===== src/rtl/core/tlb_fifo_lru_replacement_defines.svh =====
// ----------------------------------------------------------------------------
// TLB assertion macros
// Shared concurrent assertion forms, clocked on clk_i and held off in reset.
// ----------------------------------------------------------------------------
`ifndef TLB_FIFO_LRU_REPLACEMENT_DEFINES_SVH
`define TLB_FIFO_LRU_REPLACEMENT_DEFINES_SVH

// Check that cons holds in the same cycle as ante.
`define TLBFL_ASSERT_SAME(label, ante, cons, msg) \
  label: assert property (@(posedge clk_i) disable iff (!rst_ni) (ante) |-> (cons)) \
    else $error(msg);

// Check that cons holds in the cycle after ante.
`define TLBFL_ASSERT_NEXT(label, ante, cons, msg) \
  label: assert property (@(posedge clk_i) disable iff (!rst_ni) (ante) |=> (cons)) \
    else $error(msg);

`endif


===== src/rtl/core/tlbfl_pkg.sv =====
// ----------------------------------------------------------------------------
// tlbfl_pkg
// Operation codes, register indexes and controller states of the TLB.
// ----------------------------------------------------------------------------
`default_nettype none

package tlbfl_pkg;

  typedef enum logic [1:0] {
    OP_LOOKUP = 2'd0,
    OP_INSERT = 2'd1,
    OP_CLEAR  = 2'd2
  } op_e;

  typedef enum logic {
    MODE_FIFO = 1'b0,
    MODE_LRU  = 1'b1
  } mode_e;

  localparam int unsigned CFG_IDX_W  = 2;
  localparam int unsigned CFG_DATA_W = 5;

  localparam logic [CFG_IDX_W-1:0] CFG_REPLACE_MODE   = 2'd0;
  localparam logic [CFG_IDX_W-1:0] CFG_ENTRIES_IN_USE = 2'd1;

  localparam logic [CFG_DATA_W-1:0] ENTRIES_RESET = 5'd16;

  typedef enum logic [2:0] {
    ST_IDLE,
    ST_SCAN,
    ST_FIFO_READ,
    ST_WRITE,
    ST_DONE
  } state_e;

endpackage

`default_nettype wire


===== src/rtl/core/tlbfl_entry_ram.sv =====
// ----------------------------------------------------------------------------
// tlbfl_entry_ram
// Entry store: one write port, one read port, registered read data.
// ----------------------------------------------------------------------------
`default_nettype none

module tlbfl_entry_ram #(
  parameter int unsigned DEPTH  = 16,
  parameter int unsigned DATA_W = 72
) (
  input  wire logic                     clk_i,
  input  wire logic                     we_i,
  input  wire logic [$clog2(DEPTH)-1:0] waddr_i,
  input  wire logic [DATA_W-1:0]        wdata_i,
  input  wire logic                     re_i,
  input  wire logic [$clog2(DEPTH)-1:0] raddr_i,
  output logic      [DATA_W-1:0]        rdata_o
);

  logic [DATA_W-1:0] mem [DEPTH];
  logic [DATA_W-1:0] rdata_q;

  always_ff @(posedge clk_i) begin
    if (we_i) begin
      mem[waddr_i] <= wdata_i;
    end
    if (re_i) begin
      rdata_q <= mem[raddr_i];
    end
  end

  assign rdata_o = rdata_q;

endmodule

`default_nettype wire


===== src/rtl/core/tlb_fifo_lru_replacement.sv =====
// ----------------------------------------------------------------------------
// tlb_fifo_lru_replacement
// Fully associative TLB, page to frame, with FIFO or LRU replacement.
// ----------------------------------------------------------------------------
// Usage:
//   Input channel (in_valid_i/in_ready_o) carries op_i, page_i, frame_i.
//   Output channel (out_valid_o/out_ready_i) returns one transaction per
//   input: hit_o, frame_out_o, replaced_o, victim_page_o.
//   Config channel (cfg_valid_i/cfg_ready_o) writes replace_mode (index 0)
//   and entries_in_use (index 1); write only while the block is idle.
// A lookup scan reads up to the occupied entries that count (L), an LRU
//   eviction reads every entry of the effective size (S), one entry per
//   cycle from the entry memory with its registered read data; a FIFO
//   eviction reads only its victim; an insert with room, a clear or an unknown op reads none.
// One item is in flight at a time. The result sits in an output register,
//   so the next item is accepted while it waits; a finished item holds in
//   the done state only when the output register is still full.
// Reset clears occupancy, FIFO pointer and use counter and restores LRU mode
//   with 16 entries; the entry memory is not cleared and needs no sweep.
// ----------------------------------------------------------------------------
`default_nettype none

module tlb_fifo_lru_replacement #(
  parameter int unsigned TLB_ENTRIES = 16,
  parameter int unsigned PAGE_BITS   = 20,
  parameter int unsigned FRAME_BITS  = 20,
  parameter int unsigned STAMP_BITS  = 32
) (
  input  wire logic                             clk_i,
  input  wire logic                             rst_ni,

  input  wire logic                             in_valid_i,
  output logic                                  in_ready_o,
  input  wire logic [1:0]                       op_i,
  input  wire logic [PAGE_BITS-1:0]             page_i,
  input  wire logic [FRAME_BITS-1:0]            frame_i,

  output logic                                  out_valid_o,
  input  wire logic                             out_ready_i,
  output logic                                  hit_o,
  output logic      [FRAME_BITS-1:0]            frame_out_o,
  output logic                                  replaced_o,
  output logic      [PAGE_BITS-1:0]             victim_page_o,

  input  wire logic                             cfg_valid_i,
  output logic                                  cfg_ready_o,
  input  wire logic [tlbfl_pkg::CFG_IDX_W-1:0]  cfg_index_i,
  input  wire logic [tlbfl_pkg::CFG_DATA_W-1:0] cfg_data_i
);

`include "tlb_fifo_lru_replacement_defines.svh"

  localparam int unsigned IDX_W  = $clog2(TLB_ENTRIES);
  localparam int unsigned CNT_W  = $clog2(TLB_ENTRIES + 1);
  localparam int unsigned CMP_W  = (CNT_W > tlbfl_pkg::CFG_DATA_W) ? CNT_W
                                                                   : tlbfl_pkg::CFG_DATA_W;
  localparam int unsigned DATA_W = PAGE_BITS + FRAME_BITS + STAMP_BITS;

  // Control state
  tlbfl_pkg::state_e                 state_q, state_d;
  tlbfl_pkg::mode_e                  mode_q, mode_d;
  logic [tlbfl_pkg::CFG_DATA_W-1:0]  entries_q, entries_d;
  logic [CNT_W-1:0]                  occ_q, occ_d;
  logic [IDX_W-1:0]                  fifo_q, fifo_d;
  logic [STAMP_BITS-1:0]             use_q, use_d;
  logic                              pend_q, pend_d;
  logic                              out_valid_q, out_valid_d;

  // Item payload and scan bookkeeping
  logic [1:0]                        op_q, op_d;
  logic [PAGE_BITS-1:0]              page_q, page_d;
  logic [FRAME_BITS-1:0]             frame_q, frame_d;
  logic [CNT_W-1:0]                  issue_q, issue_d;
  logic [CNT_W-1:0]                  limit_q, limit_d;
  logic [IDX_W-1:0]                  pend_idx_q, pend_idx_d;
  logic [IDX_W-1:0]                  waddr_q, waddr_d;
  logic [STAMP_BITS-1:0]             best_q, best_d;
  logic [PAGE_BITS-1:0]              victim_q, victim_d;
  logic                              res_hit_q, res_hit_d;
  logic                              res_repl_q, res_repl_d;

  // Output register
  logic                              hit_q, hit_d;
  logic [FRAME_BITS-1:0]             frame_out_q, frame_out_d;
  logic                              repl_q, repl_d;
  logic [PAGE_BITS-1:0]              vpage_q, vpage_d;

  // Memory port
  logic                              ram_we, ram_re;
  logic [IDX_W-1:0]                  ram_raddr;
  logic [DATA_W-1:0]                 ram_wdata, ram_rdata;
  logic [PAGE_BITS-1:0]              rd_page;
  logic [FRAME_BITS-1:0]             rd_frame;
  logic [STAMP_BITS-1:0]             rd_stamp;

  // Derived values
  logic [CMP_W-1:0]                  entries_ext;
  logic [CNT_W-1:0]                  size;
  logic [CNT_W-1:0]                  valid_cnt;
  logic [IDX_W-1:0]                  fifo_victim;
  logic [CNT_W-1:0]                  fifo_inc;
  logic [IDX_W-1:0]                  fifo_next;
  logic [STAMP_BITS-1:0]             use_next;

  tlbfl_entry_ram #(
    .DEPTH  (TLB_ENTRIES),
    .DATA_W (DATA_W)
  ) u_entry_ram (
    .clk_i   (clk_i),
    .we_i    (ram_we),
    .waddr_i (waddr_q),
    .wdata_i (ram_wdata),
    .re_i    (ram_re),
    .raddr_i (ram_raddr),
    .rdata_o (ram_rdata)
  );

  assign rd_page   = ram_rdata[DATA_W-1 -: PAGE_BITS];
  assign rd_frame  = ram_rdata[STAMP_BITS +: FRAME_BITS];
  assign rd_stamp  = ram_rdata[STAMP_BITS-1:0];
  // A lookup hit writes back its own page and frame with a fresh stamp.
  assign ram_wdata = {page_q, frame_q, use_next};

  // Clamp the configured size into 1..TLB_ENTRIES.
  assign entries_ext = CMP_W'(entries_q);
  always_comb begin
    priority if (entries_ext == '0) begin
      size = CNT_W'(1);
    end else if (entries_ext > CMP_W'(TLB_ENTRIES)) begin
      size = CNT_W'(TLB_ENTRIES);
    end else begin
      size = entries_ext[CNT_W-1:0];
    end
  end

  // Entries past the current size do not count as occupied.
  assign valid_cnt = (occ_q < size) ? occ_q : size;

  // FIFO victim falls back to slot 0 when the pointer is outside the size.
  assign fifo_victim = (CNT_W'(fifo_q) < size) ? fifo_q : '0;
  assign fifo_inc    = CNT_W'(fifo_victim) + CNT_W'(1);
  assign fifo_next   = (fifo_inc < size) ? fifo_inc[IDX_W-1:0] : '0;

  // Saturating use counter.
  assign use_next = (use_q == {STAMP_BITS{1'b1}}) ? use_q : use_q + STAMP_BITS'(1);

  assign in_ready_o    = (state_q == tlbfl_pkg::ST_IDLE);
  assign cfg_ready_o   = 1'b1;
  assign out_valid_o   = out_valid_q;
  assign hit_o         = hit_q;
  assign frame_out_o   = frame_out_q;
  assign replaced_o    = repl_q;
  assign victim_page_o = vpage_q;

  // Next state and datapath control
  always_comb begin
    state_d     = state_q;
    mode_d      = mode_q;
    entries_d   = entries_q;
    occ_d       = occ_q;
    fifo_d      = fifo_q;
    use_d       = use_q;
    pend_d      = 1'b0;
    out_valid_d = out_valid_q;
    op_d        = op_q;
    page_d      = page_q;
    frame_d     = frame_q;
    issue_d     = issue_q;
    limit_d     = limit_q;
    pend_idx_d  = pend_idx_q;
    waddr_d     = waddr_q;
    best_d      = best_q;
    victim_d    = victim_q;
    res_hit_d   = res_hit_q;
    res_repl_d  = res_repl_q;
    hit_d       = hit_q;
    frame_out_d = frame_out_q;
    repl_d      = repl_q;
    vpage_d     = vpage_q;
    ram_we      = 1'b0;
    ram_re      = 1'b0;
    ram_raddr   = issue_q[IDX_W-1:0];

    if (cfg_valid_i) begin
      unique case (cfg_index_i)
        tlbfl_pkg::CFG_REPLACE_MODE:   mode_d = tlbfl_pkg::mode_e'(cfg_data_i[0]);
        tlbfl_pkg::CFG_ENTRIES_IN_USE: entries_d = cfg_data_i;
        default: ;
      endcase
    end

    // Drop the result once the receiver takes it.
    if (out_valid_q && out_ready_i) begin
      out_valid_d = 1'b0;
    end

    unique case (state_q)
      tlbfl_pkg::ST_IDLE: begin
        if (in_valid_i) begin
          op_d       = op_i;
          page_d     = page_i;
          frame_d    = frame_i;
          res_hit_d  = 1'b0;
          res_repl_d = 1'b0;
          victim_d   = '0;
          issue_d    = '0;
          unique case (tlbfl_pkg::op_e'(op_i))
            tlbfl_pkg::OP_LOOKUP: begin
              limit_d = valid_cnt;
              state_d = tlbfl_pkg::ST_SCAN;
            end
            tlbfl_pkg::OP_INSERT: begin
              if (occ_q < size) begin
                waddr_d = occ_q[IDX_W-1:0];
                occ_d   = occ_q + CNT_W'(1);
                state_d = tlbfl_pkg::ST_WRITE;
              end else if (mode_q == tlbfl_pkg::MODE_FIFO) begin
                waddr_d    = fifo_victim;
                fifo_d     = fifo_next;
                ram_re     = 1'b1;
                ram_raddr  = fifo_victim;
                res_repl_d = 1'b1;
                state_d    = tlbfl_pkg::ST_FIFO_READ;
              end else begin
                limit_d    = size;
                res_repl_d = 1'b1;
                state_d    = tlbfl_pkg::ST_SCAN;
              end
            end
            tlbfl_pkg::OP_CLEAR: begin
              occ_d   = '0;
              state_d = tlbfl_pkg::ST_DONE;
            end
            default: begin
              state_d = tlbfl_pkg::ST_DONE;
            end
          endcase
        end
      end

      tlbfl_pkg::ST_SCAN: begin
        // Issue one read per cycle, compare the entry read the cycle before.
        if (issue_q < limit_q) begin
          ram_re     = 1'b1;
          issue_d    = issue_q + CNT_W'(1);
          pend_d     = 1'b1;
          pend_idx_d = issue_q[IDX_W-1:0];
        end
        if (op_q == tlbfl_pkg::OP_LOOKUP) begin
          if (pend_q && (rd_page == page_q)) begin
            res_hit_d = 1'b1;
            frame_d   = rd_frame;
            waddr_d   = pend_idx_q;
            state_d   = tlbfl_pkg::ST_WRITE;
          end else if (!pend_q && (issue_q == limit_q)) begin
            state_d = tlbfl_pkg::ST_DONE;
          end
        end else begin
          // Strict compare keeps ties on the lowest index.
          if (pend_q && ((pend_idx_q == '0) || (rd_stamp < best_q))) begin
            best_d   = rd_stamp;
            waddr_d  = pend_idx_q;
            victim_d = rd_page;
          end
          if (!pend_q && (issue_q == limit_q)) begin
            state_d = tlbfl_pkg::ST_WRITE;
          end
        end
      end

      tlbfl_pkg::ST_FIFO_READ: begin
        victim_d = rd_page;
        state_d  = tlbfl_pkg::ST_WRITE;
      end

      tlbfl_pkg::ST_WRITE: begin
        ram_we  = 1'b1;
        use_d   = use_next;
        state_d = tlbfl_pkg::ST_DONE;
      end

      tlbfl_pkg::ST_DONE: begin
        // Hold the result until the output register is free.
        if (!out_valid_q || out_ready_i) begin
          out_valid_d = 1'b1;
          hit_d       = res_hit_q;
          frame_out_d = res_hit_q ? frame_q : '0;
          repl_d      = res_repl_q;
          vpage_d     = res_repl_q ? victim_q : '0;
          state_d     = tlbfl_pkg::ST_IDLE;
        end
      end

      default: begin
        state_d = tlbfl_pkg::ST_IDLE;
      end
    endcase
  end

  always_ff @(posedge clk_i or negedge rst_ni) begin
    if (!rst_ni) begin
      state_q     <= tlbfl_pkg::ST_IDLE;
      mode_q      <= tlbfl_pkg::MODE_LRU;
      entries_q   <= tlbfl_pkg::ENTRIES_RESET;
      occ_q       <= '0;
      fifo_q      <= '0;
      use_q       <= '0;
      pend_q      <= 1'b0;
      out_valid_q <= 1'b0;
    end else begin
      state_q     <= state_d;
      mode_q      <= mode_d;
      entries_q   <= entries_d;
      occ_q       <= occ_d;
      fifo_q      <= fifo_d;
      use_q       <= use_d;
      pend_q      <= pend_d;
      out_valid_q <= out_valid_d;
    end
  end

  always_ff @(posedge clk_i) begin
    op_q        <= op_d;
    page_q      <= page_d;
    frame_q     <= frame_d;
    issue_q     <= issue_d;
    limit_q     <= limit_d;
    pend_idx_q  <= pend_idx_d;
    waddr_q     <= waddr_d;
    best_q      <= best_d;
    victim_q    <= victim_d;
    res_hit_q   <= res_hit_d;
    res_repl_q  <= res_repl_d;
    hit_q       <= hit_d;
    frame_out_q <= frame_out_d;
    repl_q      <= repl_d;
    vpage_q     <= vpage_d;
  end

  // Assertions

  `TLBFL_ASSERT_SAME(a_occ_bound, 1'b1, occ_q <= CNT_W'(TLB_ENTRIES), "occupancy over capacity")

  `TLBFL_ASSERT_SAME(a_write_in_size, state_q == tlbfl_pkg::ST_WRITE, CNT_W'(waddr_q) < size, "write outside effective size")

  `TLBFL_ASSERT_NEXT(a_use_monotonic, 1'b1, use_q >= $past(use_q), "use counter went backward")

  `TLBFL_ASSERT_SAME(a_scan_limit, state_q == tlbfl_pkg::ST_SCAN, issue_q <= limit_q, "scan ran past its limit")

endmodule

`default_nettype wire

===== config.mk =====
export PLATFORM = sky130hd
export DESIGN_NAME = tlb_fifo_lru_replacement
export DESIGN_NICKNAME = d
export VERILOG_FILES = /design/src/rtl/core/tlbfl_pkg.sv /design/src/rtl/core/tlbfl_entry_ram.sv /design/src/rtl/core/tlb_fifo_lru_replacement.sv
export VERILOG_INCLUDE_DIRS = /design/src /design/src/rtl/core
export SDC_FILE = /design/constraint.sdc
export NUM_CORES = 2
export LEC_CHECK = 0
export ABC_AREA = 1
export BUFFER_PORTS_ARGS = -buffer_cell sky130_fd_sc_hd__buf_2
export CAP_MARGIN = 20
export CORE_ASPECT_RATIO = 0.5
export CORE_MARGIN = 2
export CORE_UTILIZATION = 63
export CTS_CLUSTER_DIAMETER = 40
export DETAILED_ROUTE_END_ITERATION = 7
export PLACE_DENSITY_LB_ADDON = 0.2
export SKIP_CTS_REPAIR_TIMING = 1
export SYNTH_ARGS = -nofsm -noshare
export SYNTH_HDL_FRONTEND = slang
export SYNTH_SLANG_ARGS = --single-unit
export TNS_END_PERCENT = 5

===== constraint.sdc =====
create_clock -name clk_i -period 7.92 [get_ports clk_i]
set_input_delay 1.584 -clock clk_i [delete_from_list [all_inputs] [get_ports clk_i]]
set_output_delay 1.584 -clock clk_i [all_outputs]
set_load 0.01 [all_outputs]

==> reports/summary.txt <==
Via count = 42.6k
Clk Tree Root Cell = clkbuf_16
Critical path class = flop to flop
Worst-path fanout max = 134
Clock tree buffer depth = 3
CTS Sinks = 1432
Main synth FF type = edfxtp_1
Met3 GRT Util = 5.29%
Clock slew at reported path FFs = 70 ps
Sequential Area = 42700 sq um
Top Usage Layer GRT = met2
Synth unique cells = 46
MaxCap Viol Count = 0
Worst EP arrival = 5930 ps
Syn nets = 5867
Placeable Area = 97600 sq um
First-pass GRT wire length = 236000 microns
Antenna diodes = 0
Worst Skew = 21.4 ps
Reg2Reg Launch Point = entries_ext[4]
Mean Syn Cell Area = 10.8 sq um
Htree depth = 4
IO Port Bufs = 97
Leak pwr = 28.2 nW
CTS tree = done
Met2 usage in global routing = 48.5%
Tmin final = 5410 ps
Largest net degree at the start of global routing = 235
Initial antenna violation count = 0
Worst Slack Setup Final = 2510 ps
Final WL = 155000 microns
Gate count of the mapped netlist = 5762
DP Wirelength = 75800 microns
Min-delay worst type = flop to flop
Status = finished, final reports clean
Vias in the first global route = 41.1k
Mapped Area = 62000 sq um
Min-delay src = u_entry_ram.rdata_o[23]
Setup TNS = 0 ps
DR DRC count = 0
R2r worst-path depth = 15
Initial Util = 63.5%
Place WS = 2270 ps
Number of synthesized flops with an enable pin = 1380
Syn. warnings = 0
Reg-to-Reg End = u_entry_ram.rdata_o[38]
GR Util met1 = 44.4%
Worst hold path depth = 0
Antenna Nets Post-Route = 0
# fillers = 6662
Flop2flop setup slack = 2510 ps
CP Capture Type = flop
Crit path launch type = flop
Worst-margin pin slew = 1420 ps
Net count reported at finish = 5859
Max-slew violations = 0
1st-iter DRT viols = 6109
Num CTS Buffers = 133
Final RePlAce weighted congestion = 0.872
Multi-input logic area = 15000 sq um
DR vias/cell = 5.93
P per Cell Area = 349 nW/um^2
Worst IR Drop VDD = 0.331 mV
All-Layer GR Usage = 30.9%
Core Rows = 81
Flops & latches, synth = 1432
Slew HR = 5.42%
Worst-skew pair later-pin latency = 760 ps
Final Setup Violations = 0
Global route total overflow = 0
Peak Freq = 185 MHz
Asr flop ratio synth = 3.63%
CP Data Required Time = 8440 ps
Final period utilization = 68.3%
RSZ-0062 raised after global routing = false
Share of layout cells above drive strength 1 = 7.13%
Hold EP = best_q[23]
IO Count = 99
Total die area = 101000 sq um
Area delta synth->final = 9.64%
Post-DR wirelength/cell = 21.6 microns
Final Hold Violating Endpoints = 0
Die height = 226 microns
Die width = 448 microns
First-pass DRT Iterations = 5
Register area share after synthesis = 69.0%
[routing by layer]
layer	part of all wire [%]	routed length, microns	up-vias
met5	0	0	-
met4	2.7	4230	0
met3	11	17300	309
met2	46	71600	2398
met1	40	61600	20500
li1	-	-	19300
[power breakdown]
| group | internal, mW | switching, mW | leakage, nW |
|---|---|---|---|
| logic | 1.96 | 4.95 | 12.3 |
| registers | 9.63 | 0.671 | 13.7 |
| clock network | 3.69 | 2.80 | 2.12 |
[layout make-up]
cell class | instances | share of cell area [%]
timing repair buffer | 178 | 1.91
tap | 1328 | 2.44
multi-input combinational | 3242 | 22.1
inverter | 767 | 4.25
sequential | 1432 | 62.9
clock buffer | 160 | 5.34
clock inverter | 70 | 1.03
[cell usage after synthesis, drive strengths merged, types with 2 or more instances]
| cell | number | area share (%) |
|---|---|---|
| a21oi | 29 | 0.23 |
| or2 | 6 | 0.061 |
| nand3b | 3 | 0.036 |
| nand3 | 1344 | 11 |
| o21ai | 57 | 0.48 |
| clkbuf | 49 | 0.30 |
| ha | 51 | 1.0 |
| dfrtp | 50 | 2.0 |
| nor3 | 24 | 0.20 |
| a31oi | 4 | 0.040 |
| nor4 | 6 | 0.061 |
| edfxtp | 1380 | 67 |
| mux2 | 3 | 0.054 |
| xor2 | 17 | 0.24 |
| o211ai | 3 | 0.036 |
| inv | 766 | 4.6 |
| o22ai | 7 | 0.071 |
| nand2 | 1539 | 9.4 |
| nor2 | 111 | 0.71 |
| nand4 | 12 | 0.12 |
| dfstp | 2 | 0.085 |
| xnor2 | 12 | 0.17 |
| buf | 272 | 2.2 |
| o21a | 5 | 0.061 |
[cell usage in the layout (no fill, tap or decap), drive strengths merged, types with 49 or more instances in the layout]
| cell type | n |
|---|---|
| buf | 178 |
| clkbuf | 160 |
| clkinv | 49 |
| dfrtp | 50 |
| edfxtp | 1380 |
| ha | 51 |
| inv | 771 |
| nand2 | 1539 |
| nand3 | 1344 |
| nor2 | 111 |
| o21ai | 57 |
[metrics by stage]
step                utilization, %  cells  area, sq um  power, mW  hold slack [ps]
global route                  69.6   7177        68000       24.8              474
detailed placement            65.1   6939        63500       17.2              450
CTS                           69.5   7169        67900       23.6              465
global placement              65.1   6936        63500       17.0              439
finish                        69.6   7177        68000       23.7              464
floorplan                        -   5762        62000       15.1              421
[sequential cells by signal, summed over array words and instances (netlist names), 2 cells and up]
| name | count |
|---|---|
| u_entry_ram.mem | 1152 |
| u_entry_ram.rdata_o | 72 |
| best_q | 32 |
| use_q | 32 |
| frame_out_o | 20 |
| frame_q | 20 |
| page_q | 20 |
| victim_page_o | 20 |
| victim_q | 20 |
| entries_ext | 5 |
| issue_q | 5 |
| limit_q | 5 |
| occ_q | 5 |
| fifo_q | 4 |
| pend_idx_q | 4 |
| waddr_q | 4 |
| state_q | 3 |
| op_q | 2 |
[worst max-delay path: stages (launching register included)]
cell,delay [ps]
dfstp_2,370
inv_1,250
nand2_1,190
ha_1,330
a21oi_1,150
o21a_1,130
nand2_1,250
nand2_1,670
nand2_8,610
nand2_8,920
buf_4,610
nand2_1,130
nand3_1,120
nand3_1,100
nand3_1,120
nand2_1,60
[cell families (layout without fill, tap and decap cells)]
| logic type | Yosys count | after routing | synth area share, % |
|---|---|---|---|
| mux | 3 | 3 | 0.0545 |
| xor+xnor | 29 | 29 | 0.410 |
| fa+ha+maj | 51 | 51 | 1.03 |
| flops | 1432 | 1432 | 69.0 |
| other cells | 1 | 1 | 0.00605 |
| buf+inv | 1088 | 1175 | 7.12 |
| compound gates | 110 | 110 | 0.993 |
| simple gates | 3048 | 3048 | 21.4 |
[worst max path at each step]
stage                         from                       to  slack [ps]  cells past startpoint
finish              entries_ext[4]  u_entry_ram.rdata_o[38]        2510                     15
global route        entries_ext[4]  u_entry_ram.rdata_o[48]        2150                     15
CTS                 entries_ext[4]  u_entry_ram.rdata_o[48]        2580                     15
detailed placement         op_i[0]  u_entry_ram.rdata_o[45]        2270                     15
global placement           op_i[0]  u_entry_ram.rdata_o[47]        2400                     15
floorplan               state_q[1]   u_entry_ram.rdata_o[0]         900                      4
Note: power is estimated with default switching activity, not from simulation.
